===== src/sv/bph_pkg.sv =====
`default_nettype none

package bph_pkg;

   localparam int BYTE_W = 8;
   localparam int ACC_W = 10;
   localparam int MIX_W = 12;
   localparam int BUCKET_W = 10;
   localparam int SPLIT_W = 5;

   localparam int POLY_BASE = 241;
   localparam int POLY_MOD = 919;
   localparam int MIX_MUL = 211;
   localparam int MIX_ADD = 521;
   localparam int MIX_MOD = 2909;

   localparam int BUCKETS_DEFAULT = 1024;
   localparam int QUEUE_DEPTH = 4;

   localparam int MAG_ENTRIES = 1 << BYTE_W;
   localparam int SPLIT_ENTRIES = 1 << SPLIT_W;

   typedef struct packed {
      logic [ACC_W-1:0] term;
      logic             last;
   } item_type;

   typedef logic [ACC_W-1:0] mag_tab_type [MAG_ENTRIES];
   typedef logic [ACC_W-1:0] acc_tab_type [SPLIT_ENTRIES];
   typedef logic [MIX_W-1:0] mix_tab_type [SPLIT_ENTRIES];

   // Weighted magnitude of each raw byte pattern: |b| * 241 mod 919.
   function automatic mag_tab_type build_mag_tab();
      int          mag;
      mag_tab_type t;
      for (int i = 0; i < MAG_ENTRIES; i++) begin
         mag = (i >= MAG_ENTRIES / 2) ? MAG_ENTRIES - i : i;
         t[i] = ACC_W'((mag * POLY_BASE) % POLY_MOD);
      end
      return t;
   endfunction

   function automatic acc_tab_type build_acc_tab(input int shift);
      acc_tab_type t;
      for (int i = 0; i < SPLIT_ENTRIES; i++) begin
         t[i] = ACC_W'(((i << shift) * POLY_BASE) % POLY_MOD);
      end
      return t;
   endfunction

   function automatic mix_tab_type build_mix_tab(input int shift);
      mix_tab_type t;
      for (int i = 0; i < SPLIT_ENTRIES; i++) begin
         t[i] = MIX_W'(((i << shift) * MIX_MUL) % MIX_MOD);
      end
      return t;
   endfunction

   localparam mag_tab_type MAG_TAB = build_mag_tab();
   localparam acc_tab_type ACC_HI_TAB = build_acc_tab(SPLIT_W);
   localparam acc_tab_type ACC_LO_TAB = build_acc_tab(0);
   localparam mix_tab_type MIX_HI_TAB = build_mix_tab(SPLIT_W);
   localparam mix_tab_type MIX_LO_TAB = build_mix_tab(0);

endpackage

`default_nettype wire


===== src/sv/bph_front.sv =====
`default_nettype none

module bph_front (
   input  wire logic                             clock,
   input  wire logic                             reset,
   input  wire logic                             req_valid,
   output logic                                  req_ready,
   input  wire logic signed [bph_pkg::BYTE_W-1:0] req_key_byte,
   input  wire logic                             req_last_byte,
   output logic                                  out_valid,
   input  wire logic                             out_ready,
   output bph_pkg::item_type                     out_item
);

   logic              valid_ff;
   logic              valid_in;
   bph_pkg::item_type item_ff;
   bph_pkg::item_type item_in;

   assign req_ready = !valid_ff || out_ready;
   assign out_valid = valid_ff;
   assign out_item = item_ff;

   always_comb begin
      valid_in = valid_ff;
      item_in = item_ff;
      if (req_ready) begin
         valid_in = req_valid;
         if (req_valid) begin
            item_in.term = bph_pkg::MAG_TAB[$unsigned(req_key_byte)];
            item_in.last = req_last_byte;
         end
      end
   end

   always_ff @(posedge clock) begin
      if (reset) begin
         valid_ff <= 1'b0;
      end else begin
         valid_ff <= valid_in;
      end
   end

   always_ff @(posedge clock) begin
      item_ff <= item_in;
   end

endmodule

`default_nettype wire


===== src/sv/bph_queue.sv =====
`default_nettype none

module bph_queue (
   input  wire logic              clock,
   input  wire logic              reset,
   input  wire logic              push_valid,
   output logic                   push_ready,
   input  wire bph_pkg::item_type push_item,
   output logic                   pop_valid,
   input  wire logic              pop_ready,
   output bph_pkg::item_type      pop_item
);

   localparam int PTR_W = $clog2(bph_pkg::QUEUE_DEPTH);
   localparam int CNT_W = $clog2(bph_pkg::QUEUE_DEPTH + 1);

   bph_pkg::item_type mem_ff [bph_pkg::QUEUE_DEPTH];
   logic [PTR_W-1:0]  wr_ptr_ff;
   logic [PTR_W-1:0]  wr_ptr_in;
   logic [PTR_W-1:0]  rd_ptr_ff;
   logic [PTR_W-1:0]  rd_ptr_in;
   logic [CNT_W-1:0]  count_ff;
   logic [CNT_W-1:0]  count_in;
   logic              push;
   logic              pop;

   assign push_ready = count_ff != CNT_W'(bph_pkg::QUEUE_DEPTH);
   assign pop_valid = count_ff != '0;
   assign pop_item = mem_ff[rd_ptr_ff];
   assign push = push_valid && push_ready;
   assign pop = pop_valid && pop_ready;

   always_comb begin
      wr_ptr_in = push ? wr_ptr_ff + PTR_W'(1) : wr_ptr_ff;
      rd_ptr_in = pop ? rd_ptr_ff + PTR_W'(1) : rd_ptr_ff;
      case ({push, pop})
         2'b10:   count_in = count_ff + CNT_W'(1);
         2'b01:   count_in = count_ff - CNT_W'(1);
         default: count_in = count_ff;
      endcase
   end

   always_ff @(posedge clock) begin
      if (reset) begin
         wr_ptr_ff <= '0;
         rd_ptr_ff <= '0;
         count_ff <= '0;
      end else begin
         wr_ptr_ff <= wr_ptr_in;
         rd_ptr_ff <= rd_ptr_in;
         count_ff <= count_in;
      end
   end

   always_ff @(posedge clock) begin
      if (push) begin
         mem_ff[wr_ptr_ff] <= push_item;
      end
   end

   assert property (@(posedge clock) disable iff (reset)
      count_ff <= CNT_W'(bph_pkg::QUEUE_DEPTH))
      else $error("Queue count exceeds its depth.");

   assert property (@(posedge clock) disable iff (reset)
      (push && !pop) |=> (count_ff == $past(count_ff) + CNT_W'(1)))
      else $error("Queue count did not follow a push.");

endmodule

`default_nettype wire


===== src/sv/bph_horner.sv =====
`default_nettype none

module bph_horner (
   input  wire logic                      clock,
   input  wire logic                      reset,
   input  wire logic                      pop_valid,
   output logic                           pop_ready,
   input  wire bph_pkg::item_type         pop_item,
   output logic                           sum_valid,
   input  wire logic                      sum_ready,
   output logic [bph_pkg::ACC_W-1:0]      sum_value
);

   localparam int FOLD_W = bph_pkg::ACC_W + 2;

   logic [bph_pkg::ACC_W-1:0] acc_ff;
   logic [bph_pkg::ACC_W-1:0] acc_in;
   logic [FOLD_W-1:0]         fold;
   logic [FOLD_W-1:0]         reduced;

   assign pop_ready = !pop_item.last || sum_ready;
   assign sum_valid = pop_valid && pop_item.last;
   assign sum_value = reduced[bph_pkg::ACC_W-1:0];

   always_comb begin
      fold = FOLD_W'(bph_pkg::ACC_HI_TAB[acc_ff[bph_pkg::ACC_W-1:bph_pkg::SPLIT_W]])
           + FOLD_W'(bph_pkg::ACC_LO_TAB[acc_ff[bph_pkg::SPLIT_W-1:0]])
           + FOLD_W'(pop_item.term);
      if (fold >= FOLD_W'(2 * bph_pkg::POLY_MOD)) begin
         reduced = fold - FOLD_W'(2 * bph_pkg::POLY_MOD);
      end else if (fold >= FOLD_W'(bph_pkg::POLY_MOD)) begin
         reduced = fold - FOLD_W'(bph_pkg::POLY_MOD);
      end else begin
         reduced = fold;
      end
      acc_in = acc_ff;
      if (pop_valid && pop_ready) begin
         acc_in = pop_item.last ? '0 : reduced[bph_pkg::ACC_W-1:0];
      end
   end

   always_ff @(posedge clock) begin
      if (reset) begin
         acc_ff <= '0;
      end else begin
         acc_ff <= acc_in;
      end
   end

   assert property (@(posedge clock) disable iff (reset)
      acc_ff < bph_pkg::ACC_W'(bph_pkg::POLY_MOD))
      else $error("Accumulator left its residue range.");

endmodule

`default_nettype wire


===== src/sv/bph_finish.sv =====
`default_nettype none

module bph_finish #(
   parameter int BUCKETS = bph_pkg::BUCKETS_DEFAULT
) (
   input  wire logic                        clock,
   input  wire logic                        reset,
   input  wire logic                        sum_valid,
   output logic                             sum_ready,
   input  wire logic [bph_pkg::ACC_W-1:0]   sum_value,
   output logic                             rsp_valid,
   input  wire logic                        rsp_ready,
   output logic [bph_pkg::BUCKET_W-1:0]     rsp_bucket_index
);

   localparam int MIX_W = bph_pkg::MIX_W;
   localparam int MFOLD_W = MIX_W + 1;
   localparam int RECIP_SHIFT = 24;
   localparam int RECIP_W = RECIP_SHIFT + 1;
   localparam int PROD_W = MIX_W + RECIP_W;
   localparam logic [RECIP_W-1:0] RECIP = RECIP_W'((64'd1 << RECIP_SHIFT) / BUCKETS);
   localparam logic [MIX_W-1:0] BUCKET_C = MIX_W'(BUCKETS);

   logic                        v1_ff, v1_in;
   logic                        v2_ff, v2_in;
   logic                        v3_ff, v3_in;
   logic                        vo_ff, vo_in;
   logic [bph_pkg::ACC_W-1:0]   sum_ff, sum_in;
   logic [MIX_W-1:0]            mix_ff, mix_in;
   logic [MIX_W-1:0]            quo_ff, quo_in;
   logic [MIX_W-1:0]            mix3_ff, mix3_in;
   logic [bph_pkg::BUCKET_W-1:0] bucket_ff, bucket_in;
   logic                        ready1, ready2, ready3, ready_out;
   logic [MFOLD_W-1:0]          mfold;
   logic [PROD_W-1:0]           prod;
   logic [2*MIX_W-1:0]          qb;
   logic [MIX_W-1:0]            rem;

   assign ready_out = !vo_ff || rsp_ready;
   assign ready3 = !v3_ff || ready_out;
   assign ready2 = !v2_ff || ready3;
   assign ready1 = !v1_ff || ready2;
   assign sum_ready = ready1;
   assign rsp_valid = vo_ff;
   assign rsp_bucket_index = bucket_ff;

   always_comb begin
      mfold = MFOLD_W'(bph_pkg::MIX_HI_TAB[sum_ff[bph_pkg::ACC_W-1:bph_pkg::SPLIT_W]])
            + MFOLD_W'(bph_pkg::MIX_LO_TAB[sum_ff[bph_pkg::SPLIT_W-1:0]])
            + MFOLD_W'(bph_pkg::MIX_ADD);
      if (mfold >= MFOLD_W'(2 * bph_pkg::MIX_MOD)) begin
         mfold = mfold - MFOLD_W'(2 * bph_pkg::MIX_MOD);
      end else if (mfold >= MFOLD_W'(bph_pkg::MIX_MOD)) begin
         mfold = mfold - MFOLD_W'(bph_pkg::MIX_MOD);
      end
      prod = PROD_W'(mix_ff) * PROD_W'(RECIP);
      qb = (2 * MIX_W)'(quo_ff) * (2 * MIX_W)'(BUCKET_C);
      rem = mix3_ff - qb[MIX_W-1:0];
      if (rem >= BUCKET_C) begin
         rem = rem - BUCKET_C;
      end

      v1_in = ready1 ? sum_valid : v1_ff;
      sum_in = (ready1 && sum_valid) ? sum_value : sum_ff;
      v2_in = ready2 ? v1_ff : v2_ff;
      mix_in = (ready2 && v1_ff) ? mfold[MIX_W-1:0] : mix_ff;
      v3_in = ready3 ? v2_ff : v3_ff;
      quo_in = (ready3 && v2_ff) ? prod[RECIP_SHIFT +: MIX_W] : quo_ff;
      mix3_in = (ready3 && v2_ff) ? mix_ff : mix3_ff;
      vo_in = ready_out ? v3_ff : vo_ff;
      bucket_in = (ready_out && v3_ff) ? rem[bph_pkg::BUCKET_W-1:0] : bucket_ff;
   end

   always_ff @(posedge clock) begin
      if (reset) begin
         v1_ff <= 1'b0;
         v2_ff <= 1'b0;
         v3_ff <= 1'b0;
         vo_ff <= 1'b0;
      end else begin
         v1_ff <= v1_in;
         v2_ff <= v2_in;
         v3_ff <= v3_in;
         vo_ff <= vo_in;
      end
   end

   always_ff @(posedge clock) begin
      sum_ff <= sum_in;
      mix_ff <= mix_in;
      quo_ff <= quo_in;
      mix3_ff <= mix3_in;
      bucket_ff <= bucket_in;
   end

   assert property (@(posedge clock) disable iff (reset)
      v2_ff |-> (mix_ff < MIX_W'(bph_pkg::MIX_MOD)))
      else $error("Mixed value left its residue range.");

   assert property (@(posedge clock) disable iff (reset)
      (vo_ff && (BUCKETS <= (1 << bph_pkg::BUCKET_W)))
      |-> (MIX_W'(bucket_ff) < BUCKET_C))
      else $error("Bucket index is not below the bucket count.");

endmodule

`default_nettype wire


===== src/sv/byte_polynomial_bucket_hash_top.sv =====
// A result passes the front register, the queue, the accumulator update and the finish stages.
// Throughput: one key byte per cycle while nothing stalls, set by the accumulator update
// loop (two table lookups, a three-input add and a compare-subtract).
// Between bytes and results a four-entry queue and a four-stage hash pipeline
// let the input and output sides stall on their own.
// Reset clears the accumulator, the queue and all valid flags; no item is held.
`default_nettype none

module byte_polynomial_bucket_hash_top #(
   parameter int BUCKETS = bph_pkg::BUCKETS_DEFAULT
) (
   input  wire logic                              clock,
   input  wire logic                              reset,
   input  wire logic                              req_valid,
   output logic                                   req_ready,
   input  wire logic signed [bph_pkg::BYTE_W-1:0] req_key_byte,
   input  wire logic                              req_last_byte,
   output logic                                   rsp_valid,
   input  wire logic                              rsp_ready,
   output logic [bph_pkg::BUCKET_W-1:0]           rsp_bucket_index
);

   logic                      front_valid;
   logic                      front_ready;
   bph_pkg::item_type         front_item;
   logic                      pop_valid;
   logic                      pop_ready;
   bph_pkg::item_type         pop_item;
   logic                      sum_valid;
   logic                      sum_ready;
   logic [bph_pkg::ACC_W-1:0] sum_value;

   bph_front u_front (
      .clock         (clock),
      .reset         (reset),
      .req_valid     (req_valid),
      .req_ready     (req_ready),
      .req_key_byte  (req_key_byte),
      .req_last_byte (req_last_byte),
      .out_valid     (front_valid),
      .out_ready     (front_ready),
      .out_item      (front_item)
   );

   bph_queue u_queue (
      .clock      (clock),
      .reset      (reset),
      .push_valid (front_valid),
      .push_ready (front_ready),
      .push_item  (front_item),
      .pop_valid  (pop_valid),
      .pop_ready  (pop_ready),
      .pop_item   (pop_item)
   );

   bph_horner u_horner (
      .clock     (clock),
      .reset     (reset),
      .pop_valid (pop_valid),
      .pop_ready (pop_ready),
      .pop_item  (pop_item),
      .sum_valid (sum_valid),
      .sum_ready (sum_ready),
      .sum_value (sum_value)
   );

   bph_finish #(
      .BUCKETS (BUCKETS)
   ) u_finish (
      .clock            (clock),
      .reset            (reset),
      .sum_valid        (sum_valid),
      .sum_ready        (sum_ready),
      .sum_value        (sum_value),
      .rsp_valid        (rsp_valid),
      .rsp_ready        (rsp_ready),
      .rsp_bucket_index (rsp_bucket_index)
   );

endmodule

`default_nettype wire

===== config.mk =====
export PLATFORM = sky130hd
export DESIGN_NAME = byte_polynomial_bucket_hash_top
export DESIGN_NICKNAME = d
export VERILOG_FILES = /design/src/sv/bph_pkg.sv /design/src/sv/bph_front.sv /design/src/sv/bph_queue.sv /design/src/sv/bph_horner.sv /design/src/sv/bph_finish.sv /design/src/sv/byte_polynomial_bucket_hash_top.sv
export SDC_FILE = /design/constraint.sdc
export NUM_CORES = 1
export LEC_CHECK = 0
export ABC_AREA = 1
export ABC_CLOCK_PERIOD_IN_PS = 4600
export BUFFER_PORTS_ARGS = -buffer_cell sky130_fd_sc_hd__buf_4
export CAP_MARGIN = 20
export CELL_PAD_IN_SITES_DETAIL_PLACEMENT = 0
export CELL_PAD_IN_SITES_GLOBAL_PLACEMENT = 1
export CORE_MARGIN = 1.5
export CORE_UTILIZATION = 47
export CTS_BUF_LIST = sky130_fd_sc_hd__clkbuf_16
export DETAILED_ROUTE_END_ITERATION = 10
export PLACE_DENSITY_LB_ADDON = 0.08
export SYNTH_ARGS = -nofsm -noshare
export SYNTH_HDL_FRONTEND = slang
export SYNTH_SLANG_ARGS = --single-unit

===== constraint.sdc =====
create_clock -name clock -period 4.6 [get_ports clock]
set_input_delay 0.46 -clock clock [delete_from_list [all_inputs] [get_ports clock]]
set_output_delay 0.46 -clock clock [all_outputs]
set_load 0.05 [all_outputs]

# Yosys cells after proc, flatten, opt, wreduce, memory -nomap -nowiden

Memories as Yosys holds them, arrays and structs flattened. A register that Yosys moved wholly into a read port is not among the register bits.
Cells that the tools add are included.

$add $sub $neg: 14
Multipliers: 0
Magnitude comparators: 9
Divide/modulo/power cells: 0
Bitwise gates (word level): 5
Shifts and indexed selects: 0
Reduce and logical (&&, ||, !) cells: 22
Mux-type cells: 19
Eq/ne operators: 3

Operators with widths:

| operator               | number |
|---|---|
| $mux 10                | 8 |
| $mux 12                | 6 |
| $ge 12x11->1 const B   | 2 |
| $ge 6x6->1 const B     | 4 |
| $not 5->6              | 4 |
| $sub 10x10->10 const B | 2 |
| $add 12x12->13         | 1 |
| $add 13x10->13 const B | 1 |
| $ge 13x12->1 const B   | 1 |
| $ge 13x13->1 const B   | 1 |
| $add 11x10->12         | 1 |
| $ge 12x10->1 const B   | 1 |
| $sub 12x11->12 const B | 1 |
| $sub 12x12->12         | 1 |
| $sub 12x12->12 const B | 1 |
| $add 10x10->11         | 1 |
| $sub 10x1->10 const B  | 1 |
| $not 8->9              | 1 |
| $logic_and 1x1->1      | 7 |
| $logic_not 1->1        | 6 |
| $logic_or 1x1->1       | 6 |
| $pmux 3 s2             | 1 |
| $add 2x1->2 const B    | 2 |
| $mux 2                 | 2 |
| other kinds (9)        | 10 |

Memories kept: 6
Memory bits (read-only): 3,968
Bits in writable memories: 44
Logic and storage cells: 93
Latch bits: 0
Register bits: 69
Input bits: 13
Output and inout bits: 12

Memory list:

| name             | depth | width | rd ports | clocked after memory_dff | wr ports | RTL line         | RTL |
|---|---|---|---|---|---|---|---|
| (name not given) | 256   | 10    | 1        | 1                        | 0        | bph_front.sv:30  | `item_in.term = bph_pkg::MAG_TAB[$unsigned(req_key_byte)];` |
| (name not given) | 32    | 12    | 1        | 0                        | 0        | bph_finish.sv:49 | `+ MFOLD_W'(bph_pkg::MIX_LO_TAB[sum_ff[bph_pkg::SPLIT_W-1:0]])` |
| (name not given) | 32    | 12    | 1        | 0                        | 0        | bph_finish.sv:48 | `mfold = MFOLD_W'(bph_pkg::MIX_HI_TAB[sum_ff[bph_pkg::ACC_W-1:bph_pkg::SPLIT_W]])` |
| (name not given) | 32    | 10    | 1        | 0                        | 0        | bph_horner.sv:26 | `fold = FOLD_W'(bph_pkg::ACC_HI_TAB[acc_ff[bph_pkg::ACC_W-1:bph_pkg::SPLIT_W]])` |
| (name not given) | 32    | 10    | 1        | 0                        | 0        | bph_horner.sv:27 | `+ FOLD_W'(bph_pkg::ACC_LO_TAB[acc_ff[bph_pkg::SPLIT_W-1:0]])` |
| u_queue.mem_ff   | 4     | 11    | 1        | 1                        | 1        | bph_queue.sv:17  | `bph_pkg::item_type mem_ff [bph_pkg::QUEUE_DEPTH];` |

# Logic depth before layout (Yosys ltp)

Gate-level depths: netlist of run 1.

Depth after elaboration: 10
Gate-level depth with buffers: 30
Gate-level depth less buffers: 30

# Cells and area by module

From an unflattened synthesis of run 1, not the netlist that was laid out.

Cell total of the unflattened synthesis: 1,947
Area, all modules: 12,657.1 um^2

Modules (own cells, without submodules):

| module     | cells each | area each (um^2) | times used | sequential area each (um^2) |
|---|---|---|---|---|
| bph_finish | 588        | 4,160.2          | 1          | 1,281.2 |
| bph_front  | 687        | 3,538.4          | 1          | 350.3 |
| bph_horner | 497        | 2,821.5          | 1          | 200.2 |
| bph_queue  | 175        | 2,137.0          | 1          | 1,501.4 |

# Least setup slack after synthesis of run 1

OpenSTA, ideal clock, no wires.

Path kind: register to register
Start: register u_horner.acc_ff[0] (netlist name)
End: register u_finish.sum_ff[7] (netlist name), data pin
Stages on the path, launching flop included: 27
Period minus slack after synthesis: 4.039 ns
Setup time: 0.255 ns
Required time: 4.345 ns
Path buffers: 0
Path slack: 0.561 ns
Arrival: 3.784 ns
Cells stage by stage: dfxtp_1 > inv_1 > ha_1 > nand2_1 > inv_1 > nor2_1 > o21ai_0 > o21ai_0 > nand2_1 > fa_1 > inv_1 > ha_1 > inv_1 > fa_1 > inv_1 > ha_1 > nand2_1 > nand2_1 > nand3_1 > nand2_1 > inv_1 > nand2_1 > xor2_1 > nand2_1 > nand2_1 > nand2_1 > and2_1

Cells in the longest elaborated chain, start to end: 9
Elaborated cells on any way between the ends: 12
Classes of those cells: 4 x add/sub; 2 x order compare; 4 x mux; 1 x bitwise; 1 x memory

Ends and longest elaborated chain:

| what                                           | RTL line                              | RTL |
|---|---|---|
| start, declared                                | bph_horner.sv:16                      | `logic [bph_pkg::ACC_W-1:0] acc_ff;` |
| start signal, assigned                         | bph_horner.sv:46                      | `acc_ff <= acc_in;` |
| $not 5->6 (not written as such) *              | bph_horner.sv:27                      |  |
| $mem_v2 32x10 *                                | --                                    |  |
| $mux 10 (not written as such) * (2 in a row)   | bph_horner.sv:27                      |  |
| $add 10x10->11 *                               | bph_horner.sv:27                      |  |
| $add 11x10->12 *                               | bph_horner.sv:28                      | `+ FOLD_W'(pop_item.term);` |
| $sub 10x10->10 or $ge 12x10->1 (tied branches) | bph_horner.sv:32, bph_horner.sv:31    |  |
| $mux 10                                        | bph_horner.sv:31                      | `end else if (fold >= FOLD_W'(bph_pkg::POLY_MOD)) begin` |
| $mux 10 *                                      | bph_horner.sv:29                      | `if (fold >= FOLD_W'(2 * bph_pkg::POLY_MOD)) begin` |
| via sum_value (one bit)                        | byte_polynomial_bucket_hash_top.sv:31 | `logic [bph_pkg::ACC_W-1:0] sum_value;` |
| end signal, assigned                           | bph_finish.sv:89                      | `sum_ff <= sum_in;` |
| end, declared                                  | bph_finish.sv:28                      | `logic [bph_pkg::ACC_W-1:0] sum_ff, sum_in;` |

The timed path passes the listed nets; every way through them passes the cells marked *. The select of a mux whose other input is x is not followed.
A chain may end at the register's enable or synchronous reset.

# Worst setup path in the final report of run 1

Start: register u_horner.acc_ff[1] (netlist name)
End: register u_horner.acc_ff[6] (netlist name)

Cells in the longest elaborated chain, start to end: 10
Elaborated cells on any way between the ends: 13
Classes of those cells: 4 x add/sub; 2 x order compare; 5 x mux; 1 x bitwise; 1 x memory

Ends and longest elaborated chain:

| what                                           | RTL line                              | RTL |
|---|---|---|
| $not 5->6 (not written as such) *              | bph_horner.sv:27                      |  |
| $mem_v2 32x10 *                                | --                                    |  |
| $mux 10 (not written as such) * (2 in a row)   | bph_horner.sv:27                      |  |
| $add 10x10->11 *                               | bph_horner.sv:27                      |  |
| $add 11x10->12 *                               | bph_horner.sv:28                      |  |
| $sub 10x10->10 or $ge 12x10->1 (tied branches) | bph_horner.sv:32, bph_horner.sv:31    |  |
| $mux 10                                        | bph_horner.sv:31                      |  |
| $mux 10 *                                      | bph_horner.sv:29                      |  |
| via sum_value (one bit)                        | byte_polynomial_bucket_hash_top.sv:31 |  |
| $mux 10 *                                      | bph_horner.sv:38                      | `acc_in = pop_item.last ? '0 : reduced[bph_pkg::ACC_W-1:0];` |

Marked as above.

==> impl_metrics.yaml, run 1 <==
worst_setup_path:
  criticalPathCategory: "reg2reg"
  worst_setup_path_end_kind: "flop"
  arrival_ns: 4.62
  timing.critical_path.slowest_stage_cell: "sky130_fd_sc_hd__fa_1"
  crit-reg2reg-launch: "u_horner.acc_ff[1]$_SDFFE_PP0P_"
  critPathMostFrequentCell: "sky130_fd_sc_hd__nand2_1"
  worstRegToRegCells: 28
  critical_path_required_ns: 4.91
  critical_path.max_fanout: 10
  crit_path_max_incr_delay_ns: 0.45
  reg2reg_to: "u_horner.acc_ff[6]$_SDFFE_PP0P_"
  setup.worst_path.start_class: "flop"
  cell_family_with_most_cp_delay: "adder cells"
  r2r_slack_ns: 0.30
  path_buf_inv: 6
floorplanning:
  overall_die_area_sq_um: 26800
  boundaryPins: 25
  core_area_sq_um: 25300
  floorplan.initialDensity_pct: 48.1
  die_width_microns: 164
  placementRows: 58
  chipHeight_microns: 164
logic_synthesis:
  fraction_of_the_mapped_netlist_area_in_adder_cells_pct: 11.9
  synth_seq_cells: 119
  number_of_distinct_library_cells_after_synthesis: 56
  synth_compound_gate_area_share_pct: 21.8
  synth_simple_gate_area_share_pct: 27.9
  synth_area_per_cell_sq_um: 6.86
  synth-xor-area-share_pct: 1.66
  synth_fp_nets: 1892
  yosys_warnings: 0
  ys_seq_area_share_pct: 27.4
  synthesis.instances: 1771
  synth.area.mux_share_pct: 0
  yosys_most_used_dff: "sky130_fd_sc_hd__edfxtp_1"
  asyncSetResetFlopFracSynth_pct: 0
  synth-edff-count: 95
  synth_top_family_by_area: "simple AND/OR/NAND/NOR gates"
  synthesis.area_sq_um: 12100
clock_network:
  clk_transition_reported_paths_ns: 0.07
  h-tree-depth: 4
  clk-insertion-delay-late_ns: 0.43
  clock_sink_count: 119
  cts_inserted_buffers: 17
  max-clock-path-buffers: 2
  clock-root-buffer: "sky130_fd_sc_hd__clkbuf_16"
  cts_tree: "built"
layout:
  layout.cells.non_filler: 2115
  num-nets-final: 1893
  layout-drive-gt1-share_pct: 10.2
  area_delta_synth_final_pct: 9.77
  seq_area_sq_um: 3330
  diodes: 0
  combined_area_of_the_multi_input_logic_cells_sq_um: 7730
  mostFrequentLayoutCell: "sky130_fd_sc_hd__nand2_1"
  fillers: 2513
  layout.cells.most_common_list: "sky130_fd_sc_hd__nand2_1, sky130_fd_sc_hd__inv_1, sky130_fd_sc_hd__o21ai_0, sky130_fd_sc_hd__nor2_1, sky130_fd_sc_hd__a21oi_1"
grt:
  grt_first_pass_wirelength_microns: 58900
  grt_remaining_overflow: 0
  grt_use_total_pct: 27.8
  grt_start_max_net_pins: 67
  grt_antenna_before_repair: 0
  grt_pass1_vias: 11200
timing:
  timing_hold_violations_final: 0
  setup_total_negative_slack_ns: 0
  tightestPinTransition_ns: 1.06
  finalWorstPathRequiredPeriod_ns: 4.30
  fin_skew_ns: 0.0110
  relative_slew_margins_pct: 29.2
  setup_viol: 0
  drv_slew: 0
  maxClockFrequency_mhz: 232
  period_utilization_post_route_pct: 93.6
place:
  place.detailed.instances: 2079
  dp_hpwl_microns: 26900
  globalplace.congestion: 0.924
  number_of_port_buffers: 24
routing:
  detailedRoute.firstIterationViolations: 1144
  detail-route-antenna-nets: 0
  route.detailed.wl_per_inst_microns: 17.4
  routed_via_density: 5.80
  route.final.wire_length_microns: 36700
  drt-pass1-iter-count: 6
  route.vias.total: 12300
  drc_violations_left: 0
worst_hold_path:
  hold_path_end: "u_front.out_item[0]$_DFFE_PP_"
  min-delay-path-class: "in2reg"
  whs_path_depth: 1
  worstHoldStart: "req_last_byte"
outcome:
  status: "completed"
flow_run:
  max_cap_violations: 0
==> through the flow <==
step / hold WS [ns] / cell area (sq um) / utilization, % / setup slack (ns)
floorplan: 0.400 / 12100 / - / 0.561
CTS: 0.199 / 13300 / 52.5 / 0.0576
finish: 0.209 / 13300 / 52.8 / 0.296
global placement: 0.402 / 12700 / 50.2 / 0.172
global route: 0.198 / 13300 / 52.8 / -0.00269
detailed placement: 0.406 / 12700 / 50.3 / 0.0814
==> how the worst max path moves through the flow <==
| stage | start | endpoint | slack [ns] | cells after the start |
|---|---|---|---|---|
| 6_report | u_horner.acc_ff[1]$_SDFFE_PP0P_ | u_horner.acc_ff[6]$_SDFFE_PP0P_ | 0.30 | 28 |
| 3_3_place_gp | u_horner.acc_ff[1]$_SDFFE_PP0P_ | u_horner.acc_ff[6]$_SDFFE_PP0P_ | 0.17 | 28 |
| 4_1_cts | u_horner.acc_ff[1]$_SDFFE_PP0P_ | u_horner.acc_ff[6]$_SDFFE_PP0P_ | 0.06 | 28 |
| 5_1_grt | u_horner.acc_ff[0]$_SDFFE_PP0P_ | u_horner.acc_ff[6]$_SDFFE_PP0P_ | -0.003 | 28 |
| 3_5_place_dp | u_horner.acc_ff[1]$_SDFFE_PP0P_ | u_horner.acc_ff[6]$_SDFFE_PP0P_ | 0.08 | 28 |
| 2_1_floorplan | u_horner.acc_ff[0]$_SDFFE_PP0P_ | u_finish.sum_ff[7]$_DFFE_PP_ | 0.56 | 26 |
==> registers in the layout, indices dropped and copies added (netlist names), named ones only <==
signal	count
u_queue.mem_ff	44
u_finish.sum_ff	10
u_finish.v1_ff	1
u_finish.rsp_bucket_index	10
u_finish.mix_ff	10
u_front.out_valid	1
u_front.out_item	11
u_queue.wr_ptr_ff	2
u_horner.acc_ff	10
u_queue.count_ff	3
u_finish.rsp_valid	1
u_finish.v2_ff	1
u_finish.mix3_ff	10
u_finish.v3_ff	1
u_queue.rd_ptr_ff	2
==> metal layers <==
metal / track usage (%) / part of all wire, % / wire [microns]
met3: 3.86 / 6.5 / 2380
met1: 40.3 / 46 / 17100
met4: 6.98 / 1.7 / 629
met2: 43.5 / 45 / 16600
met5: 0 / 0 / 0
==> kinds of logic (layout without fill, tap and decap cells) <==
| group | after synthesis | count (layout) |
|---|---|---|
| buffers and inverters | 293 | 306 |
| AND/OR/NAND/NOR | 791 | 792 |
| XOR/XNOR | 23 | 23 |
| flip-flops | 119 | 119 |
| adder cells (fa/ha/maj) | 108 | 108 |
| AO/OA/AOI/OAI | 437 | 437 |
==> final cells by class <==
| class | instances | area share [%] |
|---|---|---|
| clock inverter | 14 | 0.957 |
| tap | 330 | 3.10 |
| clock buffer | 18 | 3.38 |
| inverter | 209 | 5.88 |
| multi-input combinational | 1360 | 58.0 |
| sequential | 119 | 25.0 |
| timing repair buffer | 65 | 3.72 |
==> synth_stat cells, types with 10 or more instances <==
master | instances | area [sq um]
sky130_fd_sc_hd__o211ai_1 | 30 | 225
sky130_fd_sc_hd__o22ai_1 | 18 | 113
sky130_fd_sc_hd__xor2_1 | 17 | 149
sky130_fd_sc_hd__a21oi_1 | 127 | 636
sky130_fd_sc_hd__inv_1 | 192 | 721
sky130_fd_sc_hd__nand2_1 | 452 | 1700
sky130_fd_sc_hd__ha_1 | 95 | 1190
sky130_fd_sc_hd__a32o_1 | 11 | 110
sky130_fd_sc_hd__nor3_1 | 16 | 80.1
sky130_fd_sc_hd__fa_1 | 13 | 260
sky130_fd_sc_hd__nor2_1 | 144 | 541
sky130_fd_sc_hd__nand4_1 | 14 | 87.6
sky130_fd_sc_hd__clkbuf_1 | 66 | 248
sky130_fd_sc_hd__inv_2 | 10 | 37.5
sky130_fd_sc_hd__a31oi_1 | 22 | 138
sky130_fd_sc_hd__o21ai_0 | 147 | 736
sky130_fd_sc_hd__o31ai_1 | 12 | 90.1
sky130_fd_sc_hd__dfxtp_1 | 24 | 480
sky130_fd_sc_hd__edfxtp_1 | 95 | 2850
sky130_fd_sc_hd__nand2_2 | 23 | 144
sky130_fd_sc_hd__nand3_1 | 103 | 515
==> what timing repair did <==
item                                    CTS  global route
gates resized for setup                   0            13
hold endpoints to repair                  0             0
setup buffers                             0             2
endpoints found under the setup margin    0            30
hold buffers                              0             0
Power of run 1 is not shown: default switching activity piles up to over one toggle a cycle in this logic, so the estimate is an artifact.
==> run 2: changes to the inputs <==
--- a/config.mk
+++ b/config.mk
@@ -5,14 +5,14 @@
 export SDC_FILE = /design/constraint.sdc
 export NUM_CORES = 1
 export LEC_CHECK = 0
-export ABC_AREA = 1
+export ABC_AREA = 0
 export ABC_CLOCK_PERIOD_IN_PS = 4600
 export BUFFER_PORTS_ARGS = -buffer_cell sky130_fd_sc_hd__buf_4
 export CAP_MARGIN = 20
 export CELL_PAD_IN_SITES_DETAIL_PLACEMENT = 0
 export CELL_PAD_IN_SITES_GLOBAL_PLACEMENT = 1
 export CORE_MARGIN = 1.5
-export CORE_UTILIZATION = 47
+export CORE_UTILIZATION = 50
 export CTS_BUF_LIST = sky130_fd_sc_hd__clkbuf_16
 export DETAILED_ROUTE_END_ITERATION = 10
 export PLACE_DENSITY_LB_ADDON = 0.08
==> run 2 against run 1 <==
Compared with the run above: sequential share of layout area fell by 0.79 points; non-clock buffer count rose by 56; synthesized cell count fell by 18%; clock-buffer cell count fell by 1; global-route usage rose by 0.35 points; die area fell by 6.2%; maximum frequency fell by 2.1%; critical path depth fell by 11; final cell count fell by 15%; flip-flop and latch count did not move; worst hold slack improved by 0.0047 ns; critical path type unchanged.
==> impl_metrics.yaml, run 2 <==
outcome:
  status: "completed"
grt:
  grt_antenna_before_repair: 0
  grt_use_total_pct: 28.2
  grt_pass1_vias: 10200
  grt_start_max_net_pins: 69
  grt_first_pass_wirelength_microns: 55200
  grt_remaining_overflow: 0
routing:
  detail-route-antenna-nets: 0
  route.detailed.wl_per_inst_microns: 19.1
  detailedRoute.firstIterationViolations: 1108
  drc_violations_left: 0
  routed_via_density: 6.15
  drt-pass1-iter-count: 9
  route.final.wire_length_microns: 34500
  route.vias.total: 11100
worst_setup_path:
  critical_path_required_ns: 4.92
  criticalPathCategory: "reg2reg"
  crit_path_max_incr_delay_ns: 0.48
  timing.critical_path.slowest_stage_cell: "sky130_fd_sc_hd__mux4_2"
  cell_family_with_most_cp_delay: "multiplexers"
  critPathMostFrequentCell: "sky130_fd_sc_hd__mux2_2"
  list_of_cells_traversed_by_the_critical_path: "inv_1, ha_4, nor2b_1, buf_4, a21oi_1, mux4_2, fa_1, ha_1, a21o_1, nand2_1, nand3b_2, a221oi_2, mux2_2, o21ai_0, xnor2_1, mux2_2, a22o_1"
  path_buf_inv: 2
  worst_setup_path_end_kind: "flop"
  critical_path.max_fanout: 10
  setup.worst_path.start_class: "flop"
  arrival_ns: 4.72
clock_network:
  clock_sink_count: 119
  cts_tree: "built"
  clock-root-buffer: "sky130_fd_sc_hd__clkbuf_16"
  max-clock-path-buffers: 2
  cts_inserted_buffers: 17
  h-tree-depth: 4
  clk-insertion-delay-late_ns: 0.43
  clk_transition_reported_paths_ns: 0.07
place:
  preCtsSetupSlack_ns: 0.0143
  dp_hpwl_microns: 24300
  globalplace.congestion: 0.894
  number_of_port_buffers: 24
timing:
  finalWorstPathRequiredPeriod_ns: 4.40
  timing_hold_violations_final: 0
  relative_slew_margins_pct: 35.3
  tightestPinTransition_ns: 0.969
  finalWorstSetupSlack_ns: 0.202
  maxClockFrequency_mhz: 227
  fin_skew_ns: 0.0173
  drv_slew: 0
  period_utilization_post_route_pct: 95.6
  setup_viol: 0
layout:
  area_delta_synth_final_pct: 13.7
  diodes: 0
  layout-drive-gt1-share_pct: 16.2
  fin_util_pct: 58.3
  largest_register_by_flop_count: "u_queue.mem_ff"
  mostFrequentLayoutCell: "sky130_fd_sc_hd__nor2_1"
  layout.cells.most_common_list: "sky130_fd_sc_hd__nor2_1, sky130_fd_sc_hd__a21oi_1, sky130_fd_sc_hd__o21ai_0, sky130_fd_sc_hd__nand2_1, sky130_fd_sc_hd__buf_4"
  num-nets-final: 1593
  max_ffs_per_register: 44
logic_synthesis:
  synth_seq_cells: 119
  number_of_distinct_library_cells_after_synthesis: 81
  yosys_most_used_dff: "sky130_fd_sc_hd__edfxtp_1"
  yosys_warnings: 0
  synthesis.instances: 1447
  synth_area_per_cell_sq_um: 8.37
  synthesis.area_sq_um: 12100
  synth_most_common_cell: "sky130_fd_sc_hd__nor2_1"
  yosysTopAreaCell: "sky130_fd_sc_hd__edfxtp_1"
  asyncSetResetFlopFracSynth_pct: 0
  proportion_of_netlist_area_held_by_the_largest_area_contributor_pct: 23.6
  synth.area.top_cells: "sky130_fd_sc_hd__edfxtp_1, sky130_fd_sc_hd__ha_1, sky130_fd_sc_hd__a21oi_1"
  synth-edff-count: 95
  synth_top_cells_by_count: "sky130_fd_sc_hd__nor2_1, sky130_fd_sc_hd__a21oi_1, sky130_fd_sc_hd__o21ai_0"
  synth_fp_nets: 1568
  ys_seq_area_share_pct: 27.5
floorplanning:
  boundaryPins: 25
  chipHeight_microns: 159
  overall_die_area_sq_um: 25200
  placementRows: 56
  die_width_microns: 159
  core_area_sq_um: 23600
  floorplan.initialDensity_pct: 51.3
worst_hold_path:
  min-delay-path-class: "in2reg"
flow_run:
  max_cap_violations: 0
## run 2: cell count changes in the layout (fill, tap and decap cells not counted), sizes merged, moves of 28 or more
cell,previous run,this run
nand2,480,128
inv,211,77
nand3,110,23
buf,65,120
mux2i,0,31
mux4,0,31
xnor2,6,34
## run 2: worst register-to-register path, stage by stage, from the launching register on
cell,delay [ns]
sky130_fd_sc_hd__dfxtp_1,0.35
sky130_fd_sc_hd__inv_1,0.09
sky130_fd_sc_hd__ha_4,0.29
sky130_fd_sc_hd__nor2b_1,0.15
sky130_fd_sc_hd__buf_4,0.13
sky130_fd_sc_hd__a21oi_1,0.03
sky130_fd_sc_hd__mux4_2,0.48
sky130_fd_sc_hd__fa_1,0.41
sky130_fd_sc_hd__ha_1,0.36
sky130_fd_sc_hd__a21o_1,0.18
sky130_fd_sc_hd__nand2_1,0.10
sky130_fd_sc_hd__nand3b_2,0.14
sky130_fd_sc_hd__a221oi_2,0.34
sky130_fd_sc_hd__mux2_2,0.47
sky130_fd_sc_hd__o21ai_0,0.22
sky130_fd_sc_hd__xnor2_1,0.08
sky130_fd_sc_hd__mux2_2,0.28
sky130_fd_sc_hd__a22o_1,0.20
## run 2: logic make-up (layout without fill, tap and decap cells)
kind of cell / Yosys count / in the layout / synth area share [%]
flip-flops: 119 / 119 / 27.5
multiplexers: 66 / 66 / 8.70
AO/OA/AOI/OAI: 510 / 510 / 27.1
buffers and inverters: 185 / 223 / 5.95
adder cells (fa/ha/maj): 109 / 109 / 12.0
XOR/XNOR: 52 / 52 / 4.01
AND/OR/NAND/NOR: 406 / 406 / 14.7
## run 2: layer usage
metal	track usage, %	vias to the layer above	share of wire [%]
li1	-	5403	-
met1	38.9	5252	45
met2	45.1	364	47
met3	3.08	75	4.4
met4	11.3	0	3.1
met5	0	-	0
## run 2: final cells by class
cell class / count / area [sq um]
multi-input combinational: 1143 / 8230
tap: 319 / 399
clock inverter: 15 / 175
sequential: 119 / 3330
fill: 2125 / 9840
timing repair buffer: 121 / 946
inverter: 70 / 263
clock buffer: 17 / 425
## run 2: metrics by stage
| stage | TNS [ns] | cell area (sq um) | cells | hold WS, ns |
|---|---|---|---|---|
| finish | 0 | 13800 | 1804 | 0.214 |
| global route | -0.0323 | 13800 | 1804 | 0.202 |
| CTS | 0 | 13600 | 1800 | 0.201 |
| detailed placement | 0 | 13000 | 1767 | 0.406 |
| global placement | 0 | 13000 | 1767 | 0.402 |
| floorplan | 0 | 12100 | 1447 | 0.400 |
## run 2: what timing repair did
action                     4_1_cts  5_1_grt
buffers inserted                 1        3
resized for setup                0       40
hold buffers                     0        0
pin swaps                        1        9
setup endpoints to repair        1       30
## run 2: final timing paths
check	start	end	slack [ns]	depth (start not counted)
min	req_last_byte	u_front.out_item[0]$_DFFE_PP_	0.21	1
max	u_horner.acc_ff[5]$_SDFFE_PP0P_	u_horner.acc_ff[2]$_SDFFE_PP0P_	0.20	17
min reg2reg	u_finish.mix_ff[2]$_DFFE_PP_	u_finish.mix3_ff[2]$_DFFE_PP_	0.42	0
max reg2reg	u_horner.acc_ff[5]$_SDFFE_PP0P_	u_horner.acc_ff[2]$_SDFFE_PP0P_	0.20	17
Power of run 2 is left out for the same reason.
